<file path="src/sv/ccb_pkg.sv">
package ccb_pkg;

    localparam int MAP_BITS  = 256;
    localparam int WORD_BITS = 64;
    localparam int NUM_CELLS = MAP_BITS / WORD_BITS;
    localparam int IDX_BITS  = $clog2(NUM_CELLS);

    // Character codes the parser and the cells look for
    localparam logic [7:0] CH_OPEN    = 8'h5B; // [
    localparam logic [7:0] CH_CLOSE   = 8'h5D; // ]
    localparam logic [7:0] CH_LBRACE  = 8'h7B; // {
    localparam logic [7:0] CH_RBRACE  = 8'h7D; // }
    localparam logic [7:0] CH_BSLASH  = 8'h5C;
    localparam logic [7:0] CH_SQUOTE  = 8'h27;
    localparam logic [7:0] CH_DQUOTE  = 8'h22;
    localparam logic [7:0] CH_DASH    = 8'h2D;
    localparam logic [7:0] CH_CARET   = 8'h5E;
    localparam logic [7:0] CH_STAR    = 8'h2A;
    localparam logic [7:0] CH_DOT     = 8'h2E;
    localparam logic [7:0] CH_UNDER   = 8'h5F;
    localparam logic [7:0] CH_N       = 8'h6E;
    localparam logic [7:0] CH_R       = 8'h72;
    localparam logic [7:0] CH_T       = 8'h74;
    localparam logic [7:0] CH_A       = 8'h61;
    localparam logic [7:0] CH_B       = 8'h62;
    localparam logic [7:0] CH_F       = 8'h66;
    localparam logic [7:0] CH_V       = 8'h76;
    localparam logic [7:0] CH_S       = 8'h73;
    localparam logic [7:0] CH_D       = 8'h64;
    localparam logic [7:0] CH_W       = 8'h77;
    localparam logic [7:0] CH_X       = 8'h78;
    localparam logic [7:0] NEWLINE    = 8'h0A;
    localparam logic [7:0] CARRIAGE   = 8'h0D;
    localparam logic [7:0] HTAB       = 8'h09;
    localparam logic [7:0] BELL       = 8'h07;
    localparam logic [7:0] BACKSPACE  = 8'h08;
    localparam logic [7:0] FORMFEED   = 8'h0C;
    localparam logic [7:0] VTAB       = 8'h0B;
    localparam logic [7:0] SPACE      = 8'h20;
    localparam logic [7:0] DIGIT_LO   = 8'd48;
    localparam logic [7:0] DIGIT_HI   = 8'd57;
    localparam logic [7:0] UPPER_LO   = 8'd65;
    localparam logic [7:0] UPPER_HI   = 8'd90;
    localparam logic [7:0] LOWER_LO   = 8'd97;
    localparam logic [7:0] LOWER_HI   = 8'd122;

    localparam logic [8:0] OPEN_MARK  = 9'd256;

    typedef enum logic [1:0] {
        STATUS_OK         = 2'd0,
        STATUS_UNBALANCED = 2'd1,
        STATUS_BRACE      = 2'd2
    } status_t;

    typedef enum logic [1:0] {
        HEX_IDLE   = 2'd0,
        HEX_FIRST  = 2'd1,
        HEX_SECOND = 2'd2,
        HEX_BAD    = 2'd3
    } hex_phase_t;

    typedef enum logic [2:0] {
        OUT_MAP,
        OUT_INV,
        OUT_ALL,
        OUT_DOT,
        OUT_ZERO
    } out_mode_t;

    // Update request broadcast from the parser to every map cell
    typedef struct packed {
        logic       upd;
        logic       load;
        logic       lit_en;
        logic [7:0] lit_ch;
        logic       range_en;
        logic [7:0] range_lo;
        logic       cls_s;
        logic       cls_d;
        logic       cls_w;
        out_mode_t  mode;
    } ccb_req_t;

endpackage

</file>
<file path="src/sv/ccb_parse.sv">
module ccb_parse
    import ccb_pkg::*;
(
    input  logic       aclk,
    input  logic       aresetn,
    input  logic       accept,
    input  logic [7:0] symbol,
    input  logic       final_symbol,
    output ccb_req_t   req,
    output status_t    status
);

    // Hex digit decode: bit 4 marks a valid digit
    function automatic logic [4:0] hex_digit(input logic [7:0] c);
        logic [4:0] r;
        r = 5'd0;
        if (c >= 8'h30 && c <= 8'h39) begin
            r = {1'b1, 4'(c - 8'h30)};
        end else if (c >= 8'h61 && c <= 8'h66) begin
            r = {1'b1, 4'(c - 8'h57)};
        end else if (c >= 8'h41 && c <= 8'h46) begin
            r = {1'b1, 4'(c - 8'h37)};
        end
        return r;
    endfunction

    logic       esc_reg, esc_next;
    logic       rng_reg, rng_next;
    logic [8:0] prev_reg, prev_next;
    logic [7:0] rb_reg, rb_next;
    logic       inv_reg, inv_next;
    logic [15:0] dep_reg, dep_next;
    hex_phase_t hph_reg, hph_next;
    logic [7:0] hval_reg, hval_next;
    logic [7:0] first_reg;
    logic [1:0] len_reg;

    logic       is_first;
    logic [7:0] first_eff;
    logic       special_star;
    logic       special_dot;
    logic [4:0] hd;
    logic [7:0] esc_code;

    assign is_first     = (len_reg == 2'd0);
    assign first_eff    = is_first ? symbol : first_reg;
    assign special_star = final_symbol && is_first && (symbol == CH_STAR);
    assign special_dot  = final_symbol && is_first && (symbol == CH_DOT);
    assign hd           = hex_digit(symbol);

    // Control escape letter to its code
    always_comb begin
        unique case (symbol)
            CH_N:    esc_code = NEWLINE;
            CH_R:    esc_code = CARRIAGE;
            CH_T:    esc_code = HTAB;
            CH_A:    esc_code = BELL;
            CH_B:    esc_code = BACKSPACE;
            CH_F:    esc_code = FORMFEED;
            default: esc_code = VTAB;
        endcase
    end

    // Decode one byte into next state and a map update request
    always_comb begin
        esc_next     = esc_reg;
        rng_next     = rng_reg;
        prev_next    = prev_reg;
        rb_next      = rb_reg;
        inv_next     = inv_reg;
        dep_next     = dep_reg;
        hph_next     = hph_reg;
        hval_next    = hval_reg;
        req          = '0;
        req.lit_ch   = symbol;
        req.range_en = rng_reg;
        req.range_lo = rb_reg;
        req.mode     = OUT_MAP;
        status       = STATUS_OK;

        if (!(special_star || special_dot)) begin
            if (hph_reg == HEX_FIRST) begin
                if (hd[4]) begin
                    hval_next = {4'd0, hd[3:0]};
                    hph_next  = HEX_SECOND;
                end else begin
                    hval_next = 8'd0;
                    hph_next  = HEX_BAD;
                end
            end else if (hph_reg != HEX_IDLE) begin
                if (hph_reg == HEX_SECOND && hd[4]) begin
                    hval_next = {hval_reg[3:0], hd[3:0]};
                end
                hph_next    = HEX_IDLE;
                req.lit_en  = 1'b1;
                req.lit_ch  = hval_next;
                rng_next    = 1'b0;
                prev_next   = {1'b0, hval_next};
            end else begin
                unique case (symbol)
                    CH_OPEN: begin
                        if (esc_reg) begin
                            req.lit_en = 1'b1;
                            rng_next   = 1'b0;
                            prev_next  = {1'b0, symbol};
                            esc_next   = 1'b0;
                        end else begin
                            prev_next = OPEN_MARK;
                            dep_next  = dep_reg + 16'd1;
                        end
                    end
                    CH_CLOSE: begin
                        if (esc_reg) begin
                            req.lit_en = 1'b1;
                            rng_next   = 1'b0;
                            prev_next  = {1'b0, symbol};
                            esc_next   = 1'b0;
                        end else begin
                            dep_next = dep_reg - 16'd1;
                        end
                    end
                    CH_LBRACE, CH_RBRACE: begin
                        req.lit_en = 1'b1;
                        rng_next   = 1'b0;
                        prev_next  = {1'b0, symbol};
                    end
                    CH_BSLASH: begin
                        if (esc_reg) begin
                            req.lit_en = 1'b1;
                            rng_next   = 1'b0;
                            prev_next  = {1'b0, symbol};
                            esc_next   = 1'b0;
                        end else begin
                            esc_next = 1'b1;
                        end
                    end
                    CH_N, CH_R, CH_T, CH_A, CH_B, CH_F, CH_V: begin
                        req.lit_en = 1'b1;
                        rng_next   = 1'b0;
                        if (esc_reg) begin
                            req.lit_ch = esc_code;
                            prev_next  = {1'b0, esc_code};
                            esc_next   = 1'b0;
                        end else begin
                            prev_next = {1'b0, symbol};
                        end
                    end
                    CH_SQUOTE, CH_DQUOTE: begin
                        req.lit_en = 1'b1;
                        rng_next   = 1'b0;
                        prev_next  = {1'b0, symbol};
                        esc_next   = 1'b0;
                    end
                    CH_DASH: begin
                        if (esc_reg || prev_reg == OPEN_MARK) begin
                            req.lit_en = 1'b1;
                            rng_next   = 1'b0;
                            prev_next  = {1'b0, symbol};
                            esc_next   = 1'b0;
                        end else begin
                            rng_next = 1'b1;
                            rb_next  = prev_reg[7:0];
                        end
                    end
                    CH_S, CH_D, CH_W: begin
                        if (esc_reg) begin
                            req.cls_s = (symbol == CH_S);
                            req.cls_d = (symbol == CH_D);
                            req.cls_w = (symbol == CH_W);
                            esc_next  = 1'b0;
                        end else begin
                            req.lit_en = 1'b1;
                            rng_next   = 1'b0;
                            prev_next  = {1'b0, symbol};
                        end
                    end
                    CH_CARET: begin
                        if (esc_reg) begin
                            req.lit_en = 1'b1;
                            rng_next   = 1'b0;
                            prev_next  = {1'b0, symbol};
                            esc_next   = 1'b0;
                        end else begin
                            inv_next = 1'b1;
                        end
                    end
                    CH_X: begin
                        if (esc_reg) begin
                            esc_next  = 1'b0;
                            hph_next  = HEX_FIRST;
                            hval_next = 8'd0;
                        end else begin
                            req.lit_en = 1'b1;
                            rng_next   = 1'b0;
                            prev_next  = {1'b0, symbol};
                        end
                    end
                    default: begin
                        esc_next   = 1'b0;
                        req.lit_en = 1'b1;
                        rng_next   = 1'b0;
                        prev_next  = {1'b0, symbol};
                    end
                endcase
            end

            // Complete a hex escape cut off by the end of the string
            if (final_symbol && hph_next != HEX_IDLE) begin
                req.lit_en = 1'b1;
                req.lit_ch = (hph_next == HEX_SECOND) ? hval_next : 8'd0;
            end
        end

        // Pick the form of the emitted map
        if (special_star) begin
            req.mode = OUT_ALL;
        end else if (special_dot) begin
            req.mode = OUT_DOT;
        end else if (first_eff == CH_LBRACE && symbol == CH_RBRACE) begin
            req.mode = OUT_ZERO;
            status   = STATUS_BRACE;
        end else if (dep_next != 16'd0) begin
            req.mode = OUT_ZERO;
            status   = STATUS_UNBALANCED;
        end else if (inv_next) begin
            req.mode = OUT_INV;
        end

        req.upd  = accept && !(special_star || special_dot);
        req.load = accept && final_symbol;
    end

    // Hold parser state; return to reset after the last byte
    always_ff @(posedge aclk) begin
        if (!aresetn || (accept && final_symbol)) begin
            esc_reg   <= 1'b0;
            rng_reg   <= 1'b0;
            prev_reg  <= 9'd0;
            rb_reg    <= 8'd0;
            inv_reg   <= 1'b0;
            dep_reg   <= 16'd0;
            hph_reg   <= HEX_IDLE;
            hval_reg  <= 8'd0;
            first_reg <= 8'd0;
            len_reg   <= 2'd0;
        end else if (accept) begin
            esc_reg   <= esc_next;
            rng_reg   <= rng_next;
            prev_reg  <= prev_next;
            rb_reg    <= rb_next;
            inv_reg   <= inv_next;
            dep_reg   <= dep_next;
            hph_reg   <= hph_next;
            hval_reg  <= hval_next;
            first_reg <= first_eff;
            if (len_reg != 2'd2) begin
                len_reg <= len_reg + 2'd1;
            end
        end
    end

endmodule

</file>
<file path="src/sv/ccb_cell.sv">
module ccb_cell
    import ccb_pkg::*;
#(
    parameter int CELL_IDX = 0
) (
    input  logic                 aclk,
    input  logic                 aresetn,
    input  ccb_req_t             req,
    input  logic                 shift,
    input  logic [WORD_BITS-1:0] shift_in,
    output logic [WORD_BITS-1:0] word_out
);

    logic [WORD_BITS-1:0] acc_reg;
    logic [WORD_BITS-1:0] out_reg;
    logic [WORD_BITS-1:0] merged;
    logic [WORD_BITS-1:0] snap;

    // Compare every byte value of this quarter against the request
    always_comb begin
        for (int j = 0; j < WORD_BITS; j++) begin
            logic [7:0] v;
            logic       hit;
            logic       dot_bit;
            v   = 8'(CELL_IDX * WORD_BITS + j);
            hit = 1'b0;
            if (req.lit_en && v == req.lit_ch) begin
                hit = 1'b1;
            end
            if (req.lit_en && req.range_en && v >= req.range_lo && v <= req.lit_ch) begin
                hit = 1'b1;
            end
            if (req.cls_s && ((v >= HTAB && v <= CARRIAGE) || v == SPACE)) begin
                hit = 1'b1;
            end
            if ((req.cls_d || req.cls_w) && v >= DIGIT_LO && v <= DIGIT_HI) begin
                hit = 1'b1;
            end
            if (req.cls_w && ((v >= UPPER_LO && v <= UPPER_HI) ||
                              (v >= LOWER_LO && v <= LOWER_HI) || v == CH_UNDER)) begin
                hit = 1'b1;
            end
            merged[j] = acc_reg[j] | (req.upd & hit);
            dot_bit   = (v != NEWLINE);
            unique case (req.mode)
                OUT_MAP:  snap[j] = merged[j];
                OUT_INV:  snap[j] = ~merged[j];
                OUT_ALL:  snap[j] = 1'b1;
                OUT_DOT:  snap[j] = dot_bit;
                default:  snap[j] = 1'b0;
            endcase
        end
    end

    // Accumulate the map; clear it when a string ends
    always_ff @(posedge aclk) begin
        if (!aresetn || req.load) begin
            acc_reg <= '0;
        end else if (req.upd) begin
            acc_reg <= merged;
        end
    end

    // Load the finished quarter or take the neighbor's word
    always_ff @(posedge aclk) begin
        if (req.load) begin
            out_reg <= snap;
        end else if (shift) begin
            out_reg <= shift_in;
        end
    end

    assign word_out = out_reg;

endmodule

</file>
<file path="src/sv/char_class_to_bitmap_top.sv">
// Channel  | Ports                       | Contents
// input    | s_tvalid s_tready s_tdata   | tdata[7:0] symbol, tlast final_symbol
//          | s_tlast                     |
// result   | m_tvalid m_tready m_tdata   | tdata[63:0] map_word, tuser[1:0] word_index,
//          | m_tuser m_tlast             | tuser[3:2] status, tlast last_word
//
// One byte is taken per cycle; the map cells apply its update in that same cycle.
// A last byte loads four words into the cell chain, which unloads one word per cycle
// from cell 0 while m_tready is high, so a string yields its map as four result words.
// A last byte waits until the chain is empty or its last word is taken in that cycle;
// other bytes are taken regardless of the result side.
// Reset clears the parser, the maps and the result valid; no clearing pass.
module char_class_to_bitmap_top
    import ccb_pkg::*;
(
    input  logic                 aclk,
    input  logic                 aresetn,
    input  logic                 s_tvalid,
    output logic                 s_tready,
    input  logic [7:0]           s_tdata,   // [7:0] symbol
    input  logic                 s_tlast,
    output logic                 m_tvalid,
    input  logic                 m_tready,
    output logic [WORD_BITS-1:0] m_tdata,   // [63:0] map_word
    output logic [3:0]           m_tuser,   // [1:0] word_index, [3:2] status
    output logic                 m_tlast
);

    ccb_req_t              req;
    status_t               status;
    status_t               status_reg;
    logic                  out_valid_reg;
    logic [IDX_BITS-1:0]   out_idx_reg;
    logic                  accept;
    logic                  shift;
    logic                  drain_last;
    logic [WORD_BITS-1:0]  chain_w [0:NUM_CELLS];

    assign shift      = out_valid_reg && m_tready;
    assign drain_last = shift && (out_idx_reg == IDX_BITS'(NUM_CELLS - 1));
    assign s_tready   = !s_tlast || !out_valid_reg || drain_last;
    assign accept     = s_tvalid && s_tready;

    ccb_parse u_parse (
        .aclk         (aclk),
        .aresetn      (aresetn),
        .accept       (accept),
        .symbol       (s_tdata),
        .final_symbol (s_tlast),
        .req          (req),
        .status       (status)
    );

    // Row of map cells; results shift toward cell 0
    assign chain_w[NUM_CELLS] = '0;

    for (genvar k = 0; k < NUM_CELLS; k++) begin : g_cell
        ccb_cell #(
            .CELL_IDX (k)
        ) u_cell (
            .aclk     (aclk),
            .aresetn  (aresetn),
            .req      (req),
            .shift    (shift),
            .shift_in (chain_w[k+1]),
            .word_out (chain_w[k])
        );
    end

    // Track result valid, word index and status
    always_ff @(posedge aclk) begin
        if (!aresetn) begin
            out_valid_reg <= 1'b0;
            out_idx_reg   <= '0;
            status_reg    <= STATUS_OK;
        end else if (req.load) begin
            out_valid_reg <= 1'b1;
            out_idx_reg   <= '0;
            status_reg    <= status;
        end else if (drain_last) begin
            out_valid_reg <= 1'b0;
        end else if (shift) begin
            out_idx_reg <= out_idx_reg + 1'b1;
        end
    end

    assign m_tvalid = out_valid_reg;
    assign m_tdata  = chain_w[0];
    assign m_tuser  = {status_reg, out_idx_reg};
    assign m_tlast  = (out_idx_reg == IDX_BITS'(NUM_CELLS - 1));

    a_load_free: assert property (@(posedge aclk) disable iff (!aresetn)
        req.load |-> (!out_valid_reg || drain_last))
        else $error("map loaded over undelivered words");

    a_load_start: assert property (@(posedge aclk) disable iff (!aresetn)
        req.load |=> (m_tvalid && out_idx_reg == '0))
        else $error("loaded map does not start at word 0");

    a_idx_step: assert property (@(posedge aclk) disable iff (!aresetn)
        (shift && !drain_last && !req.load) |=>
            (m_tvalid && out_idx_reg == $past(out_idx_reg) + 1'b1))
        else $error("word index did not advance");

    a_err_zero: assert property (@(posedge aclk) disable iff (!aresetn)
        (m_tvalid && status_reg != STATUS_OK) |-> (m_tdata == '0))
        else $error("error status with nonzero map word");

endmodule
</file>
<file path="config.mk">
export PLATFORM = sky130hd
export DESIGN_NAME = char_class_to_bitmap_top
export DESIGN_NICKNAME = d
export VERILOG_FILES = /design/src/sv/ccb_pkg.sv /design/src/sv/ccb_parse.sv /design/src/sv/ccb_cell.sv /design/src/sv/char_class_to_bitmap_top.sv
export SDC_FILE = /design/constraint.sdc
export NUM_CORES = 2
export LEC_CHECK = 0
export BUFFER_PORTS_ARGS = -buffer_cell sky130_fd_sc_hd__buf_2
export CAP_MARGIN = 10
export CORE_MARGIN = 1.5
export CORE_UTILIZATION = 40
export CTS_BUF_LIST = sky130_fd_sc_hd__clkbuf_16
export DETAILED_ROUTE_END_ITERATION = 10
export GPL_TIMING_DRIVEN = 0
export MAX_ROUTING_LAYER = met4
export SYNTH_ARGS = -nofsm -noshare
export SYNTH_HDL_FRONTEND = slang
export SYNTH_HIERARCHICAL = 1
export SYNTH_SLANG_ARGS = --single-unit
</file>
<file path="constraint.sdc">
create_clock -name aclk -period 6 [get_ports aclk]
set_clock_uncertainty 0.2 [all_clocks]
set_input_delay 1.2 -clock aclk [delete_from_list [all_inputs] [get_ports aclk]]
set_output_delay 1.2 -clock aclk [all_outputs]
set_load 0.005 [all_outputs]
</file>
* Yosys cells after proc, flatten, opt, wreduce, memory -nomap -nowiden *
Index checks and enable logic that the tools add are counted.

cells by class
  $add $sub $neg = 7
  magnitude comparators = 518
  eq/ne operators = 290
  mux-type cells = 914
  bitwise logic cells = 775
  reduce and logical (&&, ||, !) cells = 816

operators with widths
  kind                number
  $eq 8x8->1 const A  128
  $ge 8x8->1 const A  128
  $le 8x8->1 const A  128
  $logic_and 1x1->1   783
  $pmux 1 s3          259
  $mux 1              599
  $eq 7x8->1 const A  64
  $ge 7x8->1 const A  64
  $le 7x8->1 const A  64
  $mux 64             8
  $not 1->1           263
  $and 1x1->1         256
  $eq 6x8->1 const A  32
  $ge 6x8->1 const A  32
  $le 6x8->1 const A  32
  $or 1x1->1          256
  $eq 8x7->1 const B  18
  $eq 5x8->1 const A  16
  $ge 5x8->1 const A  16
  $le 5x8->1 const A  16
  $mux 9              9
  $mux 16             5
  $mux 8              10
  $eq 4x8->1 const A  8
  other kinds (51)    126

word-level totals
  register bits after elaboration = 573
  input port bits = 13
  output and inout port bits = 71
  word-level logic and storage cells = 3341

* Longest topological paths before layout *
  depth after elaboration = 22
  depth in mapped cells = 21
  gate-level depth less buffers = 16

* Modules after synthesis *
Netlist, hierarchy kept.

by module, submodules not included
  module                       instances  cells an instance  area each (um^2)  sequential area each (um^2)
  ccb_cell (g_cell[2].u_cell)  1          871                7793.7            3203.1
  ccb_cell (g_cell[3].u_cell)  1          839                7666.1            3203.1
  ccb_cell (g_cell[1].u_cell)  1          870                7562.3            3203.1
  ccb_cell (g_cell[0].u_cell)  1          825                7412.1            3203.1
  ccb_parse                    1          602                4369.2            1121.1
  char_class_to_bitmap_top     1          23                 241.5             100.1

* Worst setup path before layout *
OpenSTA, ideal clock, no wires.

  path type = input-to-reg
  start = in s_tdata[1]
  end = reg g_cell[1].u_cell.out_reg[33] (data pin)
  library setup time = 270 ps
  data arrival time = 5490 ps
  data required time = 5530 ps
  path slack = 40 ps
  stages on the path = 19
  path buffers = 4
  path through = clkbuf_1 inv_1 ha_1 clkbuf_1 o21bai_1 a211o_1 a21oi_1 nand2_1 o21ai_1 a22oi_1 nor2_1 buf_2 or4b_1 buf_2 or3_1 o211a_1 a2111oi_4 xor2_1 a21oi_1

RTL lines
  what                  line                            text
  from (decl)           char_class_to_bitmap_top.sv:20  input logic [7:0] s_tdata,
  to (signal assigned)  ccb_cell.sv:67                  out_reg <= snap;
  to (signal assigned)  ccb_cell.sv:69                  out_reg <= shift_in;
  to (decl)             ccb_cell.sv:15                  logic [WORD_BITS-1:0] out_reg;

==> flow_summary_export.csv <==
group,metric,value,unit
layout,fin_util,47.5,%
clocking,clock_latency,0.64,ns
sta,hold_viol_final,0,
placed_design,place_inst,5345,
grt,grt_usage,39.5,%
placed_design,place_hpwl,134000,um
die,core,86800,um^2
power_and_ir_drop,pwr-share-comb,16.1,%
sta,setup_viol,0,
sta,worst_pin_slew,1.36,ns
logic_synthesis,synth_edf_count,256,
detailed_routing,dr_wl_met3,15700,um
logic_synthesis,synth_area_leaders,"edfxtp_1 (22%), dfxtp_1 (18%), nor2_1 (5.5%)",
grt,antenna_found_initial,11,
clocking,tritoncts,"built",
logic_synthesis,synthFlopType,"dfxtp_1",
detailed_routing,via_count,35900,
clocking,cts_made_buffers,71,
clocking,cts_root_buffer,"clkbuf_16",
detailed_routing,post_drt_wl_per_cell,32.2,um
layout,fill_cells,8643,
layout,drive_above_1_share,16.8,%
sta,finalCritPeriodShare,99.6,%
logic_synthesis,ys_ff_latch,573,
critical_path,arrival,6.16,ns
detailed_routing,first_iter_violations,4980,
logic_synthesis,syn_area,35000,um^2
grt,grt_overflow_total,0,
grt,grt_pass1_vias,33500,
grt,grt_pass1_wl,248000,um
critical_path,cp-start-kind,"primary input",
sta,clock.fmax,167,MHz
logic_synthesis,synth_area_per_cell,8.70,um^2
placed_design,gp_congestion,1.02,
detailed_routing,routed-wl-met2,79100,um
placed_design,portBuffers,80,
critical_path,slowest_stage,"nor4_1",
power_and_ir_drop,peakVddDrop,0.000200,V
detailed_routing,viasPerCell,6.52,
die,die_h,299,um
power_and_ir_drop,power_per_cell_area,255,nW/um^2
critical_path,end_kind,"flip-flop",
detailed_routing,met1_length,70300,um
detailed_routing,first_pass_iters,9,
sta,slew-limit-headroom,8.81,%
clocking,path_clk_slew,0.06,ns
die,num_rows,108,
clocking,cts_max_path_buffers,3,
power_and_ir_drop,switchingPower,3.14,mW
critical_path,crit_chain,"buf_2, buf_2, inv_2, ha_4, o21bai_2, a211o_1, a21oi_2, nand2_2, o2bb2ai_1, nor2_1, a2bb2oi_1, o21ai_4, buf_12, buf_12, buf_2, buf_1, nor2_1, nor4_1, nor4_2, xor2_1, a21oi_1",
layout,fin_nets,4311,
critical_path,critPathMaxStageDelay,0.56,ns
logic_synthesis,yosys.area.top_type_share,21.9,%
sta,setup_slack,0.0233,ns
critical_path,worstPathMaxFanout,14,
power_and_ir_drop,internal_power,7.37,mW
critical_path,cpMostUsedCell,"buf_2",
logic_synthesis,yosysWarnings,6,
die,start_util,40.4,%
hold_path,min_path_type,"flip-flop to flip-flop",
power_and_ir_drop,p_seq_share,41.7,%
power_and_ir_drop,p_leak,14.5,nW
layout,finalNonFillerCells,5504,
die,die-width,299,um
die,dieArea,89400,um^2
critical_path,cp_top_family,"compound AO/OA/AOI/OAI gates",
logic_synthesis,synth_cell_types,119,
power_and_ir_drop,p_clk_share,42.3,%
logic_synthesis,ys_seq_area_share,40.0,%
placed_design,dpl_worst_slack,-2.05,ns
clocking,htreeDepth,3,
die,pin_count,84,
logic_synthesis,syn_inst,4030,
clocking,cts.sinks,573,
detailed_routing,ant_nets,0,
critical_path,path_buf_inv,7,
logic_synthesis,yosys.area.top_type,"edfxtp_1",
power_and_ir_drop,switching_share,29.9,%
critical_path,crit_type,"primary input to flip-flop",
detailed_routing,drcViolationCount,0,
sta,slew_violations,0,
logic_synthesis,async_flop_share,0,%
sta,finalCriticalPeriod,5.98,ns
critical_path,required,6.18,ns
detailed_routing,dr.max_layer_used,"met4",
job,maxCapViolations,0,
detailed_routing,routed_wl,177000,um
outcome,run_status,"finished, final reports clean",
layout,area_delta_synth_final,17.5,%
grt,grt_max_degree,65,
[power groups by stage]
stage                     clock (mW)  combinational, mW  sequential, mW
final                           4.44               1.69            4.38
after global placement             0               1.53            4.47
after CTS                       4.49               1.60            4.38
after floorplan                    0              0.867            4.44
after global routing            4.64               1.75            4.39
after detailed placement           0               1.54            4.46
[routing by layer]
layer | global-route usage [%] | vias up
li1 | - | 15700
met1 | 50.0 | 17500
met2 | 60.5 | 2161
met3 | 5.95 | 499
met4 | 21.7 | 0
met5 | - | -
[kinds of logic (layout without fill, tap and decap cells)]
| family | Yosys count | count (layout) | share of synthesized area [%] |
|---|---|---|---|
| AOI/OAI and AO/OA | 1357 | 1357 | 26.5 |
| xor gates and xnor gates | 83 | 83 | 2.07 |
| adders and majority gates | 9 | 9 | 0.321 |
| buffers and inverters | 455 | 707 | 5.92 |
| DFF | 573 | 573 | 40.0 |
| muxes | 95 | 95 | 2.72 |
| other | 1 | 68 | 0.0107 |
| and+or+nand+nor | 1457 | 1457 | 22.4 |
[Yosys cell counts, types with 26 or more instances]
cell / instances
o31ai_1: 43
clkbuf_1: 222
o21ai_0: 269
edfxtp_1: 256
a21o_1: 41
mux2i_1: 93
nand3_1: 128
nor3_1: 85
and3_1: 45
xnor2_1: 47
nor2_1: 510
buf_1: 26
dfxtp_1: 317
nor4_1: 45
nand4_1: 30
nand2_1: 171
a211oi_1: 150
a221oi_1: 39
buf_2: 97
inv_1: 54
and2_1: 45
buf_4: 34
a31oi_1: 90
nor2b_1: 109
xor2_1: 36
a21oi_1: 313
[layout make-up]
type / count / area, um^2 / area share, %
timing repair buffer: 125 / 946 / 2.30
inverter: 57 / 216 / 0.526
antenna: 4 / 10.0 / 0.0243
tap: 1155 / 1450 / 3.51
clock buffer: 72 / 1800 / 4.38
sequential: 573 / 14000 / 34.1
clock inverter: 57 / 569 / 1.38
multi-input combinational: 3065 / 20200 / 49.1
buffer: 396 / 1910 / 4.64
[stage by stage]
| stage | setup TNS [ns] | instance area (um^2) | power [mW] | hold slack (ns) |
|---|---|---|---|---|
| finish | 0 | 41200 | 10.5 | 0.253 |
| global route | -0.00846 | 41200 | 10.8 | 0.282 |
| CTS | -0.207 | 40700 | 10.5 | 0.252 |
| detailed placement | -570.53 | 37500 | 6.00 | 0.245 |
| global placement | -1596.48 | 37100 | 5.99 | 0.237 |
| floorplan | 0 | 35300 | 5.30 | 0.231 |
[final timing paths]
path                             start                            end  slack, ns  cells past startpoint
setup / recovery            s_tdata[1]   g_cell[1].u_cell/word_out[7]       0.02                     21
hold / removal    u_parse/first_reg[0]           u_parse/first_reg[0]       0.25                      2
setup reg to reg        out_idx_reg[0]  g_cell[0].u_cell/word_out[54]       0.39                     12
hold reg to reg   u_parse/first_reg[0]           u_parse/first_reg[0]       0.25                      2
[what timing repair did]
item / in CTS / in global routing
pin swaps: 10 / 8
resized for setup: 162 / 100
hold buffers: 0 / 0
buffers inserted: 19 / 9
setup endpoints to repair: 457 / 230
[layout by cell type (no fill, tap or decap), types with 22 or more instances in the layout]
master	count
and3_1	45
a21o_1	40
clkbuf_16	72
nor3_1	80
a221o_1	22
a221oi_1	32
nand4_1	30
mux2i_1	89
and2_1	45
o211ai_1	22
a31oi_1	87
o21ai_0	261
nor2_1	496
o22ai_1	23
xnor2_1	46
nor2b_1	109
xor2_1	35
inv_1	61
clkbuf_1	183
nand2b_1	24
dfxtp_1	315
buf_2	186
nand2_1	169
a21oi_1	304
a211oi_1	114
o31ai_1	38
edfxtp_1	256
nand3_1	127
buf_4	61
conb_1	64
clkbuf_2	38
a22oi_1	22
or2_2	22
a211oi_2	34
buf_1	22
nor4_1	38
[worst min-delay path, stage by stage (launching register included)]
cell	delay (ns)
dfxtp_1	0.30
nand2_1	0.05
a21oi_1	0.05
No activity file was read; power rests on OpenSTA's default activity.
